## src/hw/rtl/sfd_pkg.sv

```systemverilog
package sfd_pkg;

  typedef struct packed {
    logic       mode;
    logic [7:0] data_byte;
  } sfd_in_t;

  typedef struct packed {
    logic              status_code;
    logic              powered_on;
    logic [7:0]        battery_protect;
    logic signed [7:0] target_temp;
    logic signed [7:0] actual_temp;
  } sfd_out_t;

  localparam logic       MODE_BYTE     = 1'b0;
  localparam logic       MODE_DROP     = 1'b1;
  localparam logic       CODE_OK       = 1'b0;
  localparam logic       CODE_SHORT    = 1'b1;
  localparam logic [7:0] SYNC_BYTE     = 8'hFE;
  localparam logic [7:0] STATUS_CMD    = 8'h01;
  localparam logic [8:0] MIN_FRAME_LEN = 9'd16;

  localparam logic [7:0] IDX_CMD       = 8'd0;
  localparam logic [7:0] IDX_POWER     = 8'd2;
  localparam logic [7:0] IDX_BATTERY   = 8'd4;
  localparam logic [7:0] IDX_TARGET    = 8'd5;
  localparam logic [7:0] IDX_ACTUAL    = 8'd15;

endpackage

```

## src/hw/rtl/status_frame_deframer.sv

```systemverilog
// Status frame deframer: takes one received byte (or a link-drop marker) per beat, hunts
// for the FE FE sync, reads the length byte and the body, and when a frame with command
// 0x01 ends it gives one status result, code 1 if the length byte is under 16. The
// checksum is not checked. A new beat is taken every cycle as long as results are taken;
// a beat passes an input register and the frame parser into the result register, so its
// result shows on the output once the result register holds it. A link-drop beat
// returns to sync hunting.
module status_frame_deframer import sfd_pkg::*; (
  input  logic     clk,
  input  logic     rst_n,
  input  logic     in_valid,
  output logic     in_ready,
  input  sfd_in_t  in_data,
  output logic     out_valid,
  input  logic     out_ready,
  output sfd_out_t out_data
);

  sfd_in_t  in_r;
  logic     in_valid_r;
  sfd_out_t out_r;
  logic     out_valid_r;
  logic     advance;
  logic     res_valid;
  sfd_out_t res;

  assign advance   = in_valid_r && (!out_valid_r || out_ready);
  assign in_ready  = !in_valid_r || !out_valid_r || out_ready;
  assign out_valid = out_valid_r;
  assign out_data  = out_r;

  sfd_parse u_parse (
    .clk       (clk),
    .rst_n     (rst_n),
    .step_en   (advance),
    .beat      (in_r),
    .res_valid (res_valid),
    .res       (res)
  );

  always_ff @(posedge clk) begin
    if (!rst_n) begin
      in_valid_r  <= 1'b0;
      out_valid_r <= 1'b0;
    end else begin
      if (in_ready) in_valid_r <= in_valid;
      if (out_ready || !out_valid_r) out_valid_r <= advance && res_valid;
    end
  end

  always_ff @(posedge clk) begin
    if (in_valid && in_ready) in_r <= in_data;
    if (advance && res_valid) out_r <= res;
  end

endmodule

```

## src/hw/rtl/sfd_parse.sv

```systemverilog
module sfd_parse import sfd_pkg::*; (
  input  logic     clk,
  input  logic     rst_n,
  input  logic     step_en,
  input  sfd_in_t  beat,
  output logic     res_valid,
  output sfd_out_t res
);

  typedef enum logic [1:0] {
    PH_HUNT1,
    PH_HUNT2,
    PH_LEN,
    PH_BODY
  } phase_t;

  phase_t     phase_r, phase_nxt;
  logic [7:0] len_r, len_nxt;
  logic [7:0] idx_r, idx_nxt;
  logic       cmd_ok_r, cmd_ok_nxt;
  logic       power_r, power_nxt;
  logic [7:0] batt_r, batt_nxt;
  logic [7:0] target_r, target_nxt;
  logic [7:0] actual_r, actual_nxt;
  logic       more;

  assign more = ({1'b0, idx_r} + 9'd1) < {1'b0, len_r};

  always_comb begin
    phase_nxt  = phase_r;
    len_nxt    = len_r;
    idx_nxt    = idx_r;
    cmd_ok_nxt = cmd_ok_r;
    power_nxt  = power_r;
    batt_nxt   = batt_r;
    target_nxt = target_r;
    actual_nxt = actual_r;
    res_valid  = 1'b0;
    res        = '0;
    if (beat.mode == MODE_DROP) begin
      phase_nxt  = PH_HUNT1;
      len_nxt    = '0;
      idx_nxt    = '0;
      cmd_ok_nxt = 1'b0;
      power_nxt  = 1'b0;
      batt_nxt   = '0;
      target_nxt = '0;
      actual_nxt = '0;
    end else begin
      unique case (phase_r)
        PH_HUNT1: begin
          if (beat.data_byte == SYNC_BYTE) phase_nxt = PH_HUNT2;
        end
        PH_HUNT2: begin
          phase_nxt = (beat.data_byte == SYNC_BYTE) ? PH_LEN : PH_HUNT1;
        end
        PH_LEN: begin
          len_nxt    = beat.data_byte;
          idx_nxt    = '0;
          cmd_ok_nxt = 1'b0;
          power_nxt  = 1'b0;
          batt_nxt   = '0;
          target_nxt = '0;
          actual_nxt = '0;
          phase_nxt  = (beat.data_byte == 8'd0) ? PH_HUNT1 : PH_BODY;
        end
        PH_BODY: begin
          if (idx_r == IDX_CMD)     cmd_ok_nxt = (beat.data_byte == STATUS_CMD);
          if (idx_r == IDX_POWER)   power_nxt  = (beat.data_byte != 8'd0);
          if (idx_r == IDX_BATTERY) batt_nxt   = beat.data_byte;
          if (idx_r == IDX_TARGET)  target_nxt = beat.data_byte;
          if (idx_r == IDX_ACTUAL)  actual_nxt = beat.data_byte;
          if (more) begin
            idx_nxt = idx_r + 8'd1;
          end else begin
            phase_nxt = PH_HUNT1;
            idx_nxt   = '0;
            res_valid = cmd_ok_nxt;
            if ({1'b0, len_r} >= MIN_FRAME_LEN) begin
              res.status_code     = CODE_OK;
              res.powered_on      = power_nxt;
              res.battery_protect = batt_nxt;
              res.target_temp     = target_nxt;
              res.actual_temp     = actual_nxt;
            end else begin
              res.status_code = CODE_SHORT;
            end
          end
        end
        default: phase_nxt = PH_HUNT1;
      endcase
    end
  end

  always_ff @(posedge clk) begin
    if (!rst_n) begin
      phase_r  <= PH_HUNT1;
      len_r    <= '0;
      idx_r    <= '0;
      cmd_ok_r <= 1'b0;
      power_r  <= 1'b0;
      batt_r   <= '0;
      target_r <= '0;
      actual_r <= '0;
    end else if (step_en) begin
      phase_r  <= phase_nxt;
      len_r    <= len_nxt;
      idx_r    <= idx_nxt;
      cmd_ok_r <= cmd_ok_nxt;
      power_r  <= power_nxt;
      batt_r   <= batt_nxt;
      target_r <= target_nxt;
      actual_r <= actual_nxt;
    end
  end

endmodule

```

## config.mk

```make
export PLATFORM = sky130hd
export DESIGN_NAME = status_frame_deframer
export DESIGN_NICKNAME = d
export VERILOG_FILES = /design/src/hw/rtl/sfd_pkg.sv /design/src/hw/rtl/status_frame_deframer.sv /design/src/hw/rtl/sfd_parse.sv
export SDC_FILE = /design/constraint.sdc
export NUM_CORES = 1
export LEC_CHECK = 0
export BUFFER_PORTS_ARGS = -buffer_cell sky130_fd_sc_hd__buf_2
export CORE_UTILIZATION = 45
export CTS_CLUSTER_SIZE = 25
export DETAILED_ROUTE_END_ITERATION = 10
export HOLD_SLACK_MARGIN = 0.12
export PLACE_DENSITY = 0.72
export SETUP_SLACK_MARGIN = 0.02
export SYNTH_ARGS = -nofsm -noshare
export SYNTH_HDL_FRONTEND = slang
export SYNTH_SLANG_ARGS = --single-unit
export TNS_END_PERCENT = 30
```

## constraint.sdc

```tcl
create_clock -name clk -period 5 [get_ports clk]
set_input_delay 0.5 -clock clk [delete_from_list [all_inputs] [get_ports clk]]
set_output_delay 0.5 -clock clk [all_outputs]
set_load 0.005 [all_outputs]
```

==> results.json, run 1 <==
{
  "status": "finished clean",
  "dp_slack_ns": 1.86,
  "setup.worst_path.start_class": "flop",
  "post_cts_resized": 0,
  "place.gp.congestion": 0.803,
  "drc": 0,
  "mostFrequentLayoutCells": "46 x dfxtp_1, 42 x nor2_1, 41 x nand2_1, 40 x buf_2, 35 x edfxtp_1",
  "syn_inst": 370,
  "grt.busiest_layer": "met2",
  "vias_per_cell": 5.60,
  "antenna_found_initial": 0,
  "grt_use_total": 0.196,
  "root_buffer": "clkbuf_8",
  "hold_buffers": 0,
  "synthTopCellsByArea": "edfxtp_1 28%, dfxtp_1 25%, nor2_1 4.2%",
  "detail-route-antenna-nets": 0,
  "ios": 41,
  "die_x_um": 92.9,
  "worst_pin_slew_ns": 0.906,
  "maxCapViolCount": 0,
  "drtIter0Drc": 205,
  "h-tree-depth": 3,
  "fin_skew_ns": 0.00491,
  "p_total_w": 0.00129,
  "drive_above_1_share": 0.165,
  "dp_cells": 491,
  "core_area_sq_mm": 0.00785,
  "ys_seq_area_frac": 0.530,
  "clock_tree.buffer_depth": 2,
  "hold_violations": 0,
  "met3_usage": 0.0337,
  "grt_pass1_wl_um": 13000,
  "finalSetupTns_ns": 0,
  "ir_worst_vdd_mv": 0.206,
  "holdWs_ns": 0.317,
  "synth_cell_types": 48,
  "wl_per_cell_um": 15.4,
  "stdcell_count": 507,
  "yosys.area.top_type_share": 0.283,
  "hp-class": "input port to flop",
  "fin_crit_sh": 0.632,
  "cts_sinks": 81,
  "hpwl_um": 5400,
  "synth.net_count": 394,
  "n_antenna_cell": 0,
  "dr.pass1.iters": 4,
  "finalSetupViolCount": 0,
  "use_met2": 0.305,
  "syn-mean-instance-area_sq_um": 10.1,
  "rsz0062_at_grt": "no",
  "grt_pass1_vias": 2673,
  "routed_wl_um": 7830,
  "clk_pin_slew_worst_paths_ns": 0.08,
  "clock.fmax_ghz": 0.317,
  "port_buffers": 40,
  "num_rows": 32,
  "initial_core_util": 0.474,
  "crit_fanout": 20,
  "die_area_sq_mm": 0.00863,
  "yosys.area.top_type": "edfxtp_1",
  "powerDensity_mw_per_mm2": 308,
  "cts_setup_buffers": 0,
  "numCtsBuffers": 9,
  "nNetsFinal": 424,
  "mostFrequentLayoutCell": "dfxtp_1",
  "cts_tree": "yes",
  "syn-cell-area_sq_mm": 0.00372,
  "vias": 2838,
  "syn_to_final_growth_pct": 12.4,
  "ys_warn_count": 0,
  "grt_start_max_net_pins": 32,
  "leakage_nw": 1.69,
  "critical_path_arrival_ns": 3.20,
  "required_ns": 5.04,
  "fin_crit_ns": 3.16,
  "worst_setup_path_end_kind": "flop",
  "clock_latency_ns": 0.35,
  "setup_slack_ns": 1.84,
  "synth-seq-cells": 81,
  "crit_type": "flop to flop",
  "grt-ovfl-total": 0,
  "grt.met1_usage": 0.269,
  "slew-limit-headroom": 0.392,
  "drv_slew": 0,
  "dieHeight_um": 92.9
}
-- synth_stat cells (all sizes together) --
master	instances
inv	11
o31a	1
edfxtp	35
or3	5
xnor2	3
mux2i	14
nor2b	3
and4	1
nand3b	7
a21oi	29
ha	11
o22ai	1
a21o	4
dfxtp	46
xor2	3
nand2	41
buf	8
or2	1
nand4bb	1
nor4bb	1
nand4b	5
a32oi	3
o21ai	3
nor3	5
o211ai	2
nand4	6
and3	7
and2	4
a22oi	9
mux2	1
a22o	16
or4	2
a31oi	5
nand3	11
nand2b	1
nor4	2
and3b	1
clkbuf	17
nor2	44
-- where the power goes --
group	switching (W)	internal, W
sequential	0.0000206	0.000694
combinational	0.0000231	0.0000139
clock	0.000250	0.000287
-- sequential cells by signal, indices dropped and copies added, names as in the netlist --
name              cells
out_valid             1
u_parse.phase_r       2
in_r                  9
u_parse.batt_r        8
u_parse.cmd_ok_r      1
out_data             26
in_valid_r            1
u_parse.actual_r      8
u_parse.target_r      8
u_parse.len_r         8
u_parse.idx_r         8
u_parse.power_r       1
-- worst max-delay path: stages, from the launching register on --
cell and delay, ns:
dfxtp_1 0.47, ha_1 0.33, nand2_1 0.09, nor2_1 0.20
xor2_1 0.10, ha_1 0.31, and3_1 0.18, a21oi_1 0.08
and3_1 0.33, a21oi_2 0.43, buf_4 0.34
-- cell families after synthesis --
| logic type | share of synthesized area |
|---|---|
| AOI/OAI and AO/OA | 0.134 |
| xor gates and xnor gates | 0.0141 |
| adders and majority gates | 0.0370 |
| buffers and inverters | 0.0444 |
| DFF | 0.530 |
| muxes | 0.0407 |
| and+or+nand+nor | 0.200 |
-- layer usage --
metal / wire [um] / vias to the layer above / share of wire
met1: 3720 / 1354 / 0.48
met3: 336 / 13 / 0.043
met2: 3650 / 81 / 0.47
met4: 120 / 0 / 0.015
met5: 0 / - / 0
li1: - / 1390 / -
-- layout make-up --
type                            instances  area, sq um
Timing Repair Buffer                   44          230
Fill cell                             727         3660
Multi-Input combinational cell        253         1590
Clock buffer                            9          124
Inverter                               11         41.3
Tap cell                              102          128
Sequential cell                        81         1970
Clock inverter                          7          101
-- stage by stage --
step	instance area [sq um]	utilization
6_report	4180	0.533
5_1_grt	4180	0.533
4_1_cts	4180	0.533
3_5_place_dp	3960	0.504
3_3_place_gp	3960	0.504
2_1_floorplan	3720	-
-- final timing paths --
kind | start | to | slack [ns] | cells past startpoint
max reg2reg | u_parse.idx_r[0] | out_data[24] | 1.84 | 10
max | u_parse.idx_r[0] | out_data[24] | 1.84 | 10
min reg2reg | u_parse.len_r[0] | u_parse.len_r[0] | 0.46 | 2
min | in_data[3] | in_r[3] | 0.32 | 1
Note: power is estimated with default switching activity, not from simulation.
==> run 2, diff against run 1 <==
clock period = 3.1 ns   (was 5 ns; I/O delays follow)
==> results.json, run 2 (synthesis gave the netlist of run 1 again) <==
{
  "status": "finished clean",
  "initial_core_util": 0.474,
  "crit_type": "flop to flop",
  "die_x_um": 92.9,
  "finalSetupTns_ns": 0,
  "placed_area_sq_mm": 0.00406,
  "maxCapViolCount": 0,
  "nNetsFinal": 442,
  "critical_path_arrival_ns": 2.94,
  "syn_to_final_growth_pct": 16.0,
  "hp-class": "input port to flop",
  "powerDensity_mw_per_mm2": 450,
  "worst_setup_path_end_kind": "flop",
  "largest_reg_flops": 26,
  "wl_per_cell_um": 15.3,
  "cts_setup_buffers": 0,
  "mostFrequentLayoutCell": "dfxtp_1",
  "rsz0062_at_grt": "yes",
  "fin_skew_ns": 0.0129,
  "mostFrequentLayoutCells": "46 x dfxtp_1, 42 x nor2_1, 41 x nand2_1, 40 x buf_2, 35 x edfxtp_1",
  "place.gp.congestion": 0.943,
  "ir_worst_vdd_mv": 0.305,
  "fin_crit_sh": 0.918,
  "hold_violations": 0,
  "clk_pin_slew_worst_paths_ns": 0.08,
  "drc": 0,
  "stdcell_count": 525,
  "cts_tree": "yes",
  "finalSetupViolCount": 0,
  "setup.worst_path.start_class": "flop",
  "die_area_sq_mm": 0.00863,
  "setup_slack_ns": 0.253,
  "drive_above_1_share": 0.191,
  "dr.pass1.iters": 5,
  "routed_wl_um": 8060,
  "leakage_nw": 1.75,
  "hpwl_um": 5430,
  "dp_slack_ns": 0.108,
  "fin_crit_ns": 2.85,
  "vias_per_cell": 5.65,
  "stdcell_area_sq_mm": 0.00431,
  "root_buffer": "clkbuf_8",
  "numCtsBuffers": 9,
  "clock_latency_ns": 0.35,
  "dieHeight_um": 92.9,
  "vias": 2968,
  "crit_fanout": 25,
  "cts_sinks": 81,
  "num_rows": 32,
  "worst_pin_slew_ns": 0.894,
  "clock_tree.buffer_depth": 2,
  "clock.fmax_ghz": 0.351,
  "dp_cells": 503,
  "fillers": 722,
  "grt_start_max_net_pins": 27,
  "p_total_w": 0.00194,
  "antenna_found_initial": 0,
  "slew-limit-headroom": 0.399,
  "grt_use_total": 0.197,
  "drv_slew": 0,
  "h-tree-depth": 3,
  "n_antenna_cell": 0,
  "detail-route-antenna-nets": 0,
  "grt-ovfl-total": 0,
  "grt_pass1_vias": 2671,
  "required_ns": 3.19,
  "core_area_sq_mm": 0.00785,
  "port_buffers": 40,
  "ios": 41,
  "drtIter0Drc": 176,
  "grt_pass1_wl_um": 12900
}
==> run 2: cell count changes in the layout (fill, tap and decap cells not counted) <==
cell	previous run	this run
a21oi_2	2	1
a21oi_4	0	2
buf_4	4	15
buf_6	0	1
bufinv_16	2	0
clkbuf_8	9	10
clkinv_1	1	0
clkinvlp_4	0	3
dlygate4sd3_1	0	5
inv_6	2	1
==> run 2: final cells by class <==
cell class / instances / area [sq um] / area share
inverter: 11 / 41.3 / 0.00957
timing repair buffer: 61 / 374 / 0.0867
tap: 102 / 128 / 0.0296
sequential: 81 / 1970 / 0.457
multi-input combinational: 254 / 1610 / 0.373
clock inverter: 6 / 51.3 / 0.0119
clock buffer: 10 / 138 / 0.0319
==> run 2: critical path, cell delays in order, from the launching register on <==
cell and delay (ns):
dfxtp_1 0.44, ha_1 0.30, nand2_1 0.08, nor2_1 0.19, xor2_1 0.19, ha_1 0.27, and3_1 0.18, and3_1 0.21
and2_1 0.19, o211ai_1 0.20, buf_6 0.25, a21oi_1 0.08
==> run 2: through the flow <==
step	utilization	hold slack, ns
after global routing	0.550	0.121
after CTS	0.541	0.124
after global placement	0.517	0.439
final	0.550	0.136
after floorplan	-	0.409
after detailed placement	0.517	0.444
==> run 2: final timing paths <==
check                   start               end  slack [ns]  cells past startpoint
min reg2reg  u_parse.len_r[0]  u_parse.len_r[0]        0.45                      2
max reg2reg  u_parse.idx_r[0]       out_data[6]        0.25                     11
max          u_parse.idx_r[0]       out_data[6]        0.25                     11
min                in_data[8]           in_r[8]        0.14                      1
==> run 2: where the power goes <==
| part | internal [W] | leakage [nW] | switching, W |
|---|---|---|---|
| clock network | 0.000322 | 0.0870 | 0.000392 |
| logic | 0.0000324 | 0.902 | 0.0000547 |
| registers | 0.00112 | 0.762 | 0.0000222 |
| total | 0.00147 | 1.75 | 0.000469 |
==> run 2: layer usage <==
metal	global-route usage	vias to the layer above	part of all wire
li1	-	1431	-
met1	0.268	1417	0.46
met2	0.305	103	0.46
met3	0.0353	17	0.054
met4	0.0859	0	0.027
met5	0	-	0
==> run 2: repair_timing <==
action | CTS | global route
setup endpoints to repair | 0 | 28
hold buffers | 0 | 5
resized for setup | 0 | 2
endpoints found under the hold margin | 0 | 5
